$ cat src/psgd_pkg.sv
// Shared types and constants for the packet sequence gap detector.
package psgd_pkg;

    localparam logic [1:0] VERDICT_ACCEPT = 2'd0;
    localparam logic [1:0] VERDICT_BAD_TIME = 2'd1;
    localparam logic [1:0] VERDICT_DUPLICATE = 2'd2;

    localparam logic [31:0] TIME_UNTRUSTED = 32'hFFFF_FFFF;
    localparam logic [32:0] TIME_WINDOW = 33'd10;

    localparam logic [15:0] SPP_RESET = 16'd16;
    localparam logic [31:0] SPS_RESET = 32'd195312;

    // Register index on the configuration port (address bit 2).
    localparam logic REG_SPP = 1'b0;
    localparam logic REG_SPS = 1'b1;

    typedef struct packed {
        logic       load;
        logic       div_start;
        logic       div_sel_wrap;
        logic       wrap_load;
        logic       commit;
        logic [1:0] verdict;
    } dp_cmd_t;

    typedef struct packed {
        logic bad;
        logic b_lt;
        logic dup;
        logic div_done;
    } dp_sts_t;

endpackage

$ cat src/packet_sequence_gap_detector_top.sv
// Top level: configuration registers, controller and datapath.
//
// One packet header (time_seconds, block_number) is taken per item on the
// input channel, and one result item (verdict, fill_count, lost_total,
// accepted_total) is given on the output channel for every input item.
// Headers are handled one at a time: in_ready is high only while the block
// waits for a header. For an accepted item, the serial divider turns the
// block distance into a packet count; dropped items skip that division,
// and a bad timestamp is dropped at the time check before the distance is
// formed. After reset or a configuration write, the first item whose block
// number lies behind the last one also computes the block wrap on the same
// divider. The result sits in an output register, so the next header is
// taken while it waits; if the receiver stalls, the following result holds
// inside until the register frees. Reset clears the reference, the totals
// and the cached wrap and restores samples_per_packet to 16 and
// samples_per_second to 195312. Configuration must be written over the APB
// port only while the block is idle; the block itself does not enforce
// this.
module packet_sequence_gap_detector_top (
    input  logic        clk,
    input  logic        rst_n,
    input  logic        psel,
    input  logic        penable,
    input  logic        pwrite,
    input  logic [2:0]  paddr,
    input  logic [31:0] pwdata,
    output logic [31:0] prdata,
    output logic        pready,
    input  logic        in_valid,
    output logic        in_ready,
    input  logic [31:0] time_seconds,
    input  logic [31:0] block_number,
    output logic        out_valid,
    input  logic        out_ready,
    output logic [1:0]  verdict,
    output logic [31:0] fill_count,
    output logic [47:0] lost_total,
    output logic [47:0] accepted_total
);

    logic [15:0] spp_reg;
    logic [31:0] sps_reg;
    logic        cfg_wr;

    psgd_pkg::dp_cmd_t cmd;
    psgd_pkg::dp_sts_t sts;

    assign pready = 1'b1;
    assign cfg_wr = psel && penable && pwrite && pready;

    always_ff @(posedge clk or negedge rst_n)
    begin
        if (!rst_n)
        begin
            spp_reg <= psgd_pkg::SPP_RESET;
            sps_reg <= psgd_pkg::SPS_RESET;
        end
        else if (cfg_wr)
        begin
            unique case (paddr[2])
                psgd_pkg::REG_SPP: spp_reg <= pwdata[15:0];
                psgd_pkg::REG_SPS: sps_reg <= pwdata;
                default: ;
            endcase
        end
    end

    always_comb
    begin
        unique case (paddr[2])
            psgd_pkg::REG_SPP: prdata = {16'd0, spp_reg};
            psgd_pkg::REG_SPS: prdata = sps_reg;
            default: prdata = 32'd0;
        endcase
    end

    psgd_ctrl u_ctrl (
        .clk       (clk),
        .rst_n     (rst_n),
        .in_valid  (in_valid),
        .out_ready (out_ready),
        .cfg_wr    (cfg_wr),
        .sts       (sts),
        .in_ready  (in_ready),
        .out_valid (out_valid),
        .cmd       (cmd)
    );

    psgd_dp u_dp (
        .clk            (clk),
        .rst_n          (rst_n),
        .cmd            (cmd),
        .time_seconds   (time_seconds),
        .block_number   (block_number),
        .spp            (spp_reg),
        .sps            (sps_reg),
        .sts            (sts),
        .verdict        (verdict),
        .fill_count     (fill_count),
        .lost_total     (lost_total),
        .accepted_total (accepted_total)
    );

endmodule

$ cat src/psgd_div.sv
// Radix-2 restoring divider, 32-bit dividend by 16-bit divisor, one bit per cycle.
module psgd_div (
    input  logic        clk,
    input  logic        rst_n,
    input  logic        start,
    input  logic [31:0] dividend,
    input  logic [15:0] divisor,
    output logic        done,
    output logic [31:0] quotient
);

    logic        busy_reg;
    logic        done_reg;
    logic [4:0]  cnt_reg;
    logic [31:0] dq_reg;
    logic [15:0] rem_reg;
    logic [15:0] dvs_reg;

    logic [16:0] rem_shift;
    logic [16:0] rem_sub;
    logic        ge;

    assign rem_shift = {rem_reg, dq_reg[31]};
    assign ge = rem_shift >= {1'b0, dvs_reg};
    assign rem_sub = rem_shift - {1'b0, dvs_reg};

    always_ff @(posedge clk or negedge rst_n)
    begin
        if (!rst_n)
        begin
            busy_reg <= 1'b0;
            done_reg <= 1'b0;
            cnt_reg <= 5'd0;
        end
        else if (start)
        begin
            busy_reg <= 1'b1;
            done_reg <= 1'b0;
            cnt_reg <= 5'd31;
        end
        else if (busy_reg)
        begin
            cnt_reg <= cnt_reg - 5'd1;
            if (cnt_reg == 5'd0)
            begin
                busy_reg <= 1'b0;
                done_reg <= 1'b1;
            end
        end
        else
        begin
            done_reg <= 1'b0;
        end
    end

    always_ff @(posedge clk)
    begin
        if (start)
        begin
            dq_reg <= dividend;
            rem_reg <= 16'd0;
            dvs_reg <= divisor;
        end
        else if (busy_reg)
        begin
            // The remainder stays below the divisor, so 16 bits hold it.
            dq_reg <= {dq_reg[30:0], ge};
            rem_reg <= ge ? rem_sub[15:0] : rem_shift[15:0];
        end
    end

    assign done = done_reg;
    assign quotient = dq_reg;

endmodule

$ cat src/psgd_dp.sv
// Datapath: header registers, reference state, block distance, divider and totals.
module psgd_dp (
    input  logic              clk,
    input  logic              rst_n,
    input  psgd_pkg::dp_cmd_t cmd,
    input  logic [31:0]       time_seconds,
    input  logic [31:0]       block_number,
    input  logic [15:0]       spp,
    input  logic [31:0]       sps,
    output psgd_pkg::dp_sts_t sts,
    output logic [1:0]        verdict,
    output logic [31:0]       fill_count,
    output logic [47:0]       lost_total,
    output logic [47:0]       accepted_total
);

    logic [31:0] time_reg;
    logic [31:0] block_reg;
    logic [31:0] last_time_reg;
    logic [31:0] last_block_reg;
    logic [31:0] start_time_reg;
    logic        any_accepted_reg;
    logic [47:0] lost_reg;
    logic [47:0] accepted_reg;
    logic [31:0] wrap_reg;
    logic [1:0]  verdict_reg;
    logic [31:0] fill_reg;

    logic [15:0] spp_eff;
    logic [31:0] diff;
    logic [31:0] fill;
    logic        capture;
    logic        accept;
    logic        div_done;
    logic [31:0] quotient;

    assign spp_eff = (spp == 16'd0) ? 16'd1 : spp;
    assign capture = !any_accepted_reg && (start_time_reg == 32'd0);
    assign accept = cmd.commit && (cmd.verdict == psgd_pkg::VERDICT_ACCEPT);

    assign sts.bad = (time_reg == psgd_pkg::TIME_UNTRUSTED)
                  || (({1'b0, last_time_reg} + psgd_pkg::TIME_WINDOW) < {1'b0, time_reg});
    assign sts.b_lt = block_reg < last_block_reg;
    // Behind the last block the distance wraps around the blocks of one second.
    assign diff = block_reg - last_block_reg + (sts.b_lt ? wrap_reg : 32'd0);
    assign sts.dup = diff < {16'd0, spp_eff};
    assign sts.div_done = div_done;
    assign fill = quotient - 32'd1;

    psgd_div u_div (
        .clk      (clk),
        .rst_n    (rst_n),
        .start    (cmd.div_start),
        .dividend (cmd.div_sel_wrap ? sps : diff),
        .divisor  (spp_eff),
        .done     (div_done),
        .quotient (quotient)
    );

    always_ff @(posedge clk or negedge rst_n)
    begin
        if (!rst_n)
        begin
            last_time_reg <= 32'd0;
            last_block_reg <= 32'd0;
            start_time_reg <= 32'd0;
            any_accepted_reg <= 1'b0;
            lost_reg <= 48'd0;
            accepted_reg <= 48'd0;
        end
        else if (cmd.load)
        begin
            // Until a packet is accepted, a header with a nonzero time sets the reference.
            if (capture)
            begin
                start_time_reg <= time_seconds;
                last_time_reg <= time_seconds;
                if (last_block_reg == 32'd0)
                begin
                    last_block_reg <= block_number;
                end
            end
        end
        else if (accept)
        begin
            lost_reg <= lost_reg + {16'd0, fill};
            accepted_reg <= accepted_reg + 48'd1;
            last_time_reg <= time_reg;
            last_block_reg <= block_reg;
            any_accepted_reg <= 1'b1;
        end
    end

    always_ff @(posedge clk)
    begin
        if (cmd.load)
        begin
            time_reg <= time_seconds;
            block_reg <= block_number;
        end
        if (cmd.wrap_load)
        begin
            wrap_reg <= quotient;
        end
        if (cmd.commit)
        begin
            verdict_reg <= cmd.verdict;
            fill_reg <= accept ? fill : 32'd0;
        end
    end

    assign verdict = verdict_reg;
    assign fill_count = fill_reg;
    assign lost_total = lost_reg;
    assign accepted_total = accepted_reg;

endmodule

$ cat src/psgd_ctrl.sv
// Controller: sequences check, divisions and commit of one item at a time.
module psgd_ctrl (
    input  logic              clk,
    input  logic              rst_n,
    input  logic              in_valid,
    input  logic              out_ready,
    input  logic              cfg_wr,
    input  psgd_pkg::dp_sts_t sts,
    output logic              in_ready,
    output logic              out_valid,
    output psgd_pkg::dp_cmd_t cmd
);

    typedef enum logic [5:0] {
        S_IDLE   = 6'b000001,
        S_CHECK  = 6'b000010,
        S_WRAP   = 6'b000100,
        S_DIFF   = 6'b001000,
        S_DIV    = 6'b010000,
        S_FINISH = 6'b100000
    } state_t;

    state_t     state_reg;
    state_t     state_next;
    logic [1:0] verdict_reg;
    logic [1:0] verdict_next;
    logic       out_valid_reg;
    logic       out_valid_next;
    logic       wrap_valid_reg;
    logic       wrap_valid_next;

    always_comb
    begin
        state_next = state_reg;
        verdict_next = verdict_reg;
        wrap_valid_next = wrap_valid_reg;
        cmd = '0;
        cmd.verdict = verdict_reg;
        unique case (state_reg)
            S_IDLE:
            begin
                if (in_valid)
                begin
                    cmd.load = 1'b1;
                    state_next = S_CHECK;
                end
            end
            S_CHECK:
            begin
                if (sts.bad)
                begin
                    verdict_next = psgd_pkg::VERDICT_BAD_TIME;
                    state_next = S_FINISH;
                end
                else if (sts.b_lt && !wrap_valid_reg)
                begin
                    cmd.div_start = 1'b1;
                    cmd.div_sel_wrap = 1'b1;
                    state_next = S_WRAP;
                end
                else
                begin
                    state_next = S_DIFF;
                end
            end
            S_WRAP:
            begin
                if (sts.div_done)
                begin
                    cmd.wrap_load = 1'b1;
                    wrap_valid_next = 1'b1;
                    state_next = S_DIFF;
                end
            end
            S_DIFF:
            begin
                if (sts.dup)
                begin
                    verdict_next = psgd_pkg::VERDICT_DUPLICATE;
                    state_next = S_FINISH;
                end
                else
                begin
                    cmd.div_start = 1'b1;
                    verdict_next = psgd_pkg::VERDICT_ACCEPT;
                    state_next = S_DIV;
                end
            end
            S_DIV:
            begin
                if (sts.div_done)
                begin
                    state_next = S_FINISH;
                end
            end
            S_FINISH:
            begin
                if (!out_valid_reg || out_ready)
                begin
                    cmd.commit = 1'b1;
                    state_next = S_IDLE;
                end
            end
            default:
            begin
                state_next = S_IDLE;
            end
        endcase
        // A new divisor or rate makes the cached block wrap stale.
        if (cfg_wr)
        begin
            wrap_valid_next = 1'b0;
        end
    end

    always_comb
    begin
        if (cmd.commit)
        begin
            out_valid_next = 1'b1;
        end
        else if (out_ready)
        begin
            out_valid_next = 1'b0;
        end
        else
        begin
            out_valid_next = out_valid_reg;
        end
    end

    always_ff @(posedge clk or negedge rst_n)
    begin
        if (!rst_n)
        begin
            state_reg <= S_IDLE;
            verdict_reg <= psgd_pkg::VERDICT_ACCEPT;
            out_valid_reg <= 1'b0;
            wrap_valid_reg <= 1'b0;
        end
        else
        begin
            state_reg <= state_next;
            verdict_reg <= verdict_next;
            out_valid_reg <= out_valid_next;
            wrap_valid_reg <= wrap_valid_next;
        end
    end

    assign in_ready = (state_reg == S_IDLE);
    assign out_valid = out_valid_reg;

endmodule

$ cat config.mk
export PLATFORM = sky130hd
export DESIGN_NAME = packet_sequence_gap_detector_top
export DESIGN_NICKNAME = d
export VERILOG_FILES = /design/src/psgd_pkg.sv /design/src/packet_sequence_gap_detector_top.sv /design/src/psgd_div.sv /design/src/psgd_dp.sv /design/src/psgd_ctrl.sv
export SDC_FILE = /design/constraint.sdc
export NUM_CORES = 1
export LEC_CHECK = 0
export ABC_AREA = 1
export BUFFER_PORTS_ARGS = -buffer_cell sky130_fd_sc_hd__buf_2
export CORE_MARGIN = 2
export CORE_UTILIZATION = 40
export DETAILED_ROUTE_END_ITERATION = 8
export GPL_TIMING_DRIVEN = 0
export PLACE_DENSITY = 0.72
export RECOVER_POWER = 25
export SLEW_MARGIN = 0
export SYNTH_ARGS = -nofsm -noshare
export SYNTH_HDL_FRONTEND = slang
export SYNTH_SLANG_ARGS = --single-unit
$ cat constraint.sdc
create_clock -name clk -period 5.6 [get_ports clk]
set_input_delay 0.56 -clock clk [delete_from_list [all_inputs] [get_ports clk]]
set_output_delay 0.56 -clock clk [all_outputs]
set_load 0.005 [all_outputs]
==> reports/metrics.cfg, run 1 <==
[drt]
met2WireLength_um=40200
vias=25000
wire_per_inst_um=18.0
vias_per_cell=5.16
drt_iter0_markers=1888
wl_met1_um=37600
dr_wl_met3_um=6210
ant_nets=0
dr.pass1.iters=6
routed_wl_um=87400
route.top_layer_used=met5
drc=0

[worst_setup_path]
end_kind=register
crit_fanout=9
critPathMostFrequentCell=nand2_1
crit_required_ns=5.97
crit_slowest_cell=fa_1
critPathLaunchType=register
r2r_end=u_dp.u_div.quotient[15]
r2r_setup_slack_ns=-0.03
worst-endpoint-arrival_ns=6.00
critical_path_class=register to register
reg2regPathDepth=38
r2r-start=u_dp.last_block_reg[21]
crit_path_max_incr_delay_ns=0.43

[power]
seqPwrFrac=0.229
leakage_nw=16.7
switching_share=0.479
p_comb_frac=0.623
power_frac_clock=0.148
p_int_mw=12.1
ir_drop_v=0.000411
p_total_mw=23.2
p_sw_mw=11.1
powerDensity_nw_per_um2=677

[sta]
finalHoldViolations=0
finClkSkew_ns=0.0326
timing.fmax_mhz=178
post-route-period-util=1.01
period_needed_ns=5.63
setup_tns_ns=-0.0721
final_max_slew_viol_count=70
setup_violations=5
slew_headroom=-1.48
finalWorstSetupSlack_ns=-0.0309
rsz0062_at_grt=true
worst_pin_slew_ns=3.72

[synth]
synth_area_per_cell_um2=8.13
yosys_warnings=0
yosysSeqAreaShare=0.432
ys_types=61
synth_area_um2=28100
netlist_instances=3454
syn_nets=3755
netlist.area_leader.share=0.218
synth_top_area_cell=dfrtp_1
ys_ff_latch=452
synthTopCellsByArea=dfrtp_1 (22%), edfxtp_1 (19%), nand2_1 (12%)

[global_route]
grt_usage=0.232
grt_pass1_vias=24100
antenna_found_initial=7
grt_pass1_wl_um=131000
grt_overflow=0
grt_max_degree=115

[finish]
drive_gt1_frac=0.173
final_common_cell=nand2_1
syn2layout_area_growth_pct=21.8
instances_no_fill=4849
layout_common_cells=nand2_1 (842), inv_1 (528), dfrtp_1 (241)
nNetsFinal=4165

[worst_hold_path]
holdPathStages=1
hold_path_class=input pin to register
min_to=u_dp.time_reg[4]
hp-start=time_seconds[4]

[placement]
place_inst=4664
place.gp.congestion=0.950
hpwl_um=66000
portBuffers=267

[clocking]
cts_buffer_depth=3
root_buffer=clkbuf_16
cts_sinks=452
cts_tree=yes
ctsHtreeMaxLevel=2
numCtsBuffers=51
clock_latency_ns=0.61
clk_pin_slew_ns=0.07

[floorplanning]
fp.dieArea_um2=72300
placeableCoreArea_um2=69800
die_h_um=269
die_x_um=269
start_util=0.402
rows=97
ios=271

[outcome]
status=complete, but fails checks
failed_checks=max-capacitance violations, max-slew violations, negative setup slack

[flow_run]
cap_violations=1

-- metrics by stage --
stage | cell area (um2) | setup WS, ns | utilization | hold slack, ns
6_report | 34200 | -0.0309 | 0.490 | 0.147
5_1_grt | 34200 | -0.223 | 0.490 | 0.125
4_1_cts | 32900 | 0.0127 | 0.472 | 0.112
2_1_floorplan | 28100 | 0.237 | - | 0.264
3_5_place_dp | 30700 | -1.27 | 0.440 | 0.451
3_3_place_gp | 30600 | -1.18 | 0.438 | 0.433
-- power by group through the flow --
stage,Sequential (mW),Clock (mW),Combinational [mW]
3_5_place_dp,5.37,0,11.3
6_report,5.30,3.43,14.4
4_1_cts,5.28,3.48,12.0
5_1_grt,5.38,3.61,16.0
3_3_place_gp,5.40,0,11.1
2_1_floorplan,5.03,0,8.48
-- repair_timing --
item                       4_1_cts  5_1_grt
hold buffers                     1        0
hold endpoints to repair        49        0
setup buffers                   35       41
setup endpoints to repair      106      106
cloned                           2        8
gates resized for setup         50      180
pin swaps                       11       67
-- cell usage after synthesis, drive strengths merged --
master,number
nor3b,3
or2,22
o21bai,29
or4,1
o221ai,2
a31oi,13
o21a,9
nand2,916
nand4,57
conb,1
nor2,266
clkbuf,61
mux2,16
ha,162
clkinv,2
nor4,42
a21o,7
xnor2,39
a311oi,1
a221oi,1
nor3,62
or3,1
o21ai,200
inv,559
nand3,99
o311ai,1
dfstp,13
fa,33
o211ai,76
edfxtp,178
o31ai,1
buf,32
and3,4
a21boi,6
a211oi,2
dfrtp,245
and2,4
xor2,105
a21oi,167
dfxtp,16
-- metal layers --
layer | track usage | up-vias
li1 | - | 12000
met1 | 0.314 | 11800
met2 | 0.370 | 925
met3 | 0.0400 | 187
met4 | 0.0931 | 4
met5 | 0 | -
-- cell families after synthesis --
kind of cell             count (synthesis)  synth area share
AO/OA/AOI/OAI                          515             0.105
XOR/XNOR                               144            0.0449
adder cells (fa/ha/maj)                195            0.0957
buffers and inverters                  654            0.0899
flip-flops                             452             0.432
multiplexers                            16           0.00642
other                                    1          0.000134
AND/OR/NAND/NOR                       1477             0.225
-- worst max path at each step --
| stage | from | cells past startpoint | endpoint | slack (ns) |
|---|---|---|---|---|
| finish | u_dp.last_block_reg[21] | 38 | u_dp.u_div.quotient[15] | -0.03 |
| global route | u_dp.last_block_reg[21] | 38 | u_dp.u_div.quotient[15] | -0.22 |
| CTS | u_dp.last_block_reg[5] | 39 | u_dp.u_div.quotient[29] | 0.01 |
| detailed placement | u_dp.last_block_reg[27] | 34 | u_dp.u_div.quotient[2] | -1.27 |
| global placement | u_dp.last_block_reg[25] | 34 | u_dp.u_div.quotient[1] | -1.18 |
| floorplan | u_dp.last_block_reg[19] | 33 | u_dp.u_div.quotient[0] | 0.24 |
-- layout make-up --
cell class / instances / area (um2)
tap: 940 / 1180
timing repair buffer: 354 / 2120
buffer: 93 / 482
fill: 6573 / 35600
antenna: 3 / 7.51
clock inverter: 26 / 264
sequential: 452 / 12100
clock buffer: 69 / 1450
inverter: 561 / 2120
multi-input combinational: 2351 / 14400
-- worst max-delay path, delay by kind of cell, from the launching register on --
kind | cells | cell delay, ns
simple gates | 24 | 2.46
fa+ha+maj | 4 | 1.23
buf+inv | 8 | 0.91
compound gates | 1 | 0.22
flops | 1 | 0.37
xor+xnor | 1 | 0.20
Power figures use the tool's default switching activity.
==> run 2: changes to the inputs <==
- SKIP_CTS_REPAIR_TIMING: not set -> 1
==> run 2 against run 1 <==
- the run still ends with max-capacitance violations, max-slew violations, negative setup slack left
- utilization down 0.13 points
- register-to-register slack better by 0.02 ns
- sequential power about the same
- flip-flop and latch count unchanged
- cell count down 0.19%
- hold slack better by 0.0052 ns
- largest cell class unchanged
- via count down 0.16%
- total power down 1.4%
- first-iteration DRC count down 6.5%
- cell area down 0.27%
- count of clock-buffer cells in the layout unchanged
- combinational power about the same
==> reports/metrics.cfg, run 2 (synthesis results as in run 1) <==
[global_route]
grt_overflow=0  ; unchanged
grt_max_degree=115  ; unchanged
grt_pass1_vias=23700  ; -1.4%
grtUsageMet3=0.0411  ; +0.00110
grt_pass1_wl_um=129000  ; -1.1%
gr-usage-met2=0.364  ; -0.00599
use_met1=0.312  ; -0.00170
grt_usage=0.230  ; -0.00245
top_usage_layer=met2
antenna_found_initial=6  ; -1

[clocking]
cts_buffer_depth=3  ; unchanged
root_buffer=clkbuf_16
cts_tree=yes
ctsHtreeMaxLevel=2  ; unchanged
clock_latency_ns=0.61  ; about the same
clk_pin_slew_ns=0.06  ; about the same
cts_sinks=452  ; unchanged
numCtsBuffers=51  ; unchanged

[floorplanning]
ios=271  ; unchanged
placeableCoreArea_um2=69800  ; unchanged
die_h_um=269  ; unchanged
die_x_um=269  ; unchanged
start_util=0.402  ; unchanged
fp.dieArea_um2=72300  ; unchanged
rows=97  ; unchanged

[finish]
layout_common_cells=nand2_1 (845), inv_1 (528), nor2_1 (239)
drive_gt1_frac=0.174  ; +0.000868
instances_no_fill=4840  ; -0.19%
nNetsFinal=4157  ; -0.19%
syn2layout_area_growth_pct=21.4
final_common_cell=nand2_1

[sta]
rsz0062_at_grt=true
worst_pin_slew_ns=3.70  ; -0.0137 ns
period_needed_ns=5.61  ; -0.0235 ns
finalHoldViolations=0  ; unchanged
finClkSkew_ns=0.0364  ; +0.00381 ns
post-route-period-util=1.00  ; -0.00419
final_max_slew_viol_count=70  ; unchanged
fin_hold_ws_ns=0.152  ; +0.00522 ns
timing.fmax_mhz=178  ; +0.42%
slew_headroom=-1.47  ; +0.00911
setup_tns_ns=-0.00744  ; +0.0646 ns
finalWorstSetupSlack_ns=-0.00744  ; +0.0235 ns
setup_violations=1  ; -4

[drt]
routed_wl_um=86900  ; -0.65%
wire_per_inst_um=17.9  ; -0.47%
drt_iter0_markers=1765  ; -6.5%
ant_nets=0  ; unchanged
dr.pass1.iters=5  ; -1
vias_per_cell=5.16  ; about the same
drc=0  ; unchanged
vias=25000  ; -0.16%

[placement]
place.gp.congestion=0.950  ; unchanged
place_inst=4664  ; unchanged
hpwl_um=66000  ; unchanged
portBuffers=267  ; unchanged

[worst_hold_path]
hold_path_class=input pin to register

[worst_setup_path]
critPathMostFrequentCell=nand2_4
critPathLaunchType=register
crit_required_ns=5.95  ; -0.02 ns
critical_path_class=register to register
end_kind=register
worst-endpoint-arrival_ns=5.96  ; -0.04 ns
crit_fanout=5  ; -4
crit_slowest_cell=fa_2
crit_path_max_incr_delay_ns=0.45  ; +0.02 ns

[power]
p_total_mw=22.8  ; -1.4%
powerDensity_nw_per_um2=670  ; -1.1%
ir_drop_v=0.000373  ; -9.2%
leakage_nw=16.6  ; -0.49%

[outcome]
status=complete, but fails checks
failed_checks=max-capacitance violations, max-slew violations, negative setup slack

[flow_run]
cap_violations=1  ; unchanged

## run 2: cell types whose count changed in the layout (fill, tap and decap cells not counted), moves of 5 or more
| cell | previous run | this run |
|---|---|---|
| dfrtp_1 | 241 | 231 |
| dfrtp_2 | 4 | 14 |
| a21oi_1 | 153 | 148 |
| buf_4 | 75 | 65 |
## run 2: through the flow
stage                     setup WS, ns  area [um2]  utilization
after floorplan                  0.237       28100            -
after global placement           -1.18       30600        0.438
after detailed placement         -1.27       30700        0.440
after CTS                        -1.33       32400        0.464
after global routing            -0.221       34100        0.489
final                         -0.00744       34100        0.489
## run 2: cell type report
type,count,area [um2]
antenna,2,5.00
buffer,93,482
clock buffer,69,1450
clock inverter,26,264
fill,6580,35700
inverter,561,2130
multi-input combinational,2351,14400
sequential,452,12200
tap,940,1180
timing repair buffer,346,2080
## run 2: path summary, 6_finish.rpt
kind / to / cells after the start / start / slack [ns]
worst max register to register: u_dp.u_div.quotient[5] / 37 / u_dp.last_block_reg[9] / -0.007
worst min register to register: u_dp.any_accepted_reg / 2 / u_dp.any_accepted_reg / 0.46
worst min-delay path: u_dp.time_reg[4] / 1 / time_seconds[4] / 0.15
max in group asynchronous: u_dp.lost_total[12] / 3 / rst_n / 0.82
worst max-delay path: u_dp.u_div.quotient[5] / 37 / u_dp.last_block_reg[9] / -0.007
min in group asynchronous: u_dp.last_block_reg[2] / 2 / rst_n / 1.95
## run 2: per-layer routing
| layer | part of all wire | up-vias |
|---|---|---|
| met5 | 0.00030 | - |
| met4 | 0.040 | 4 |
| met3 | 0.071 | 180 |
| met2 | 0.46 | 869 |
| met1 | 0.43 | 11900 |
| li1 | - | 12000 |
## run 2: report_power, final
part	internal [mW]	switching, mW
Sequential	4.45	0.865
Combinational	5.42	8.67
Clock	2.00	1.42
## run 2: worst max-delay path: cells and delay by family, from the launching register on
kind,cells,cell delay (ns)
compound gates,1,0.11
simple gates,26,2.73
buf+inv,5,0.52
flops,1,0.39
fa+ha+maj,4,1.36
xor+xnor,1,0.23
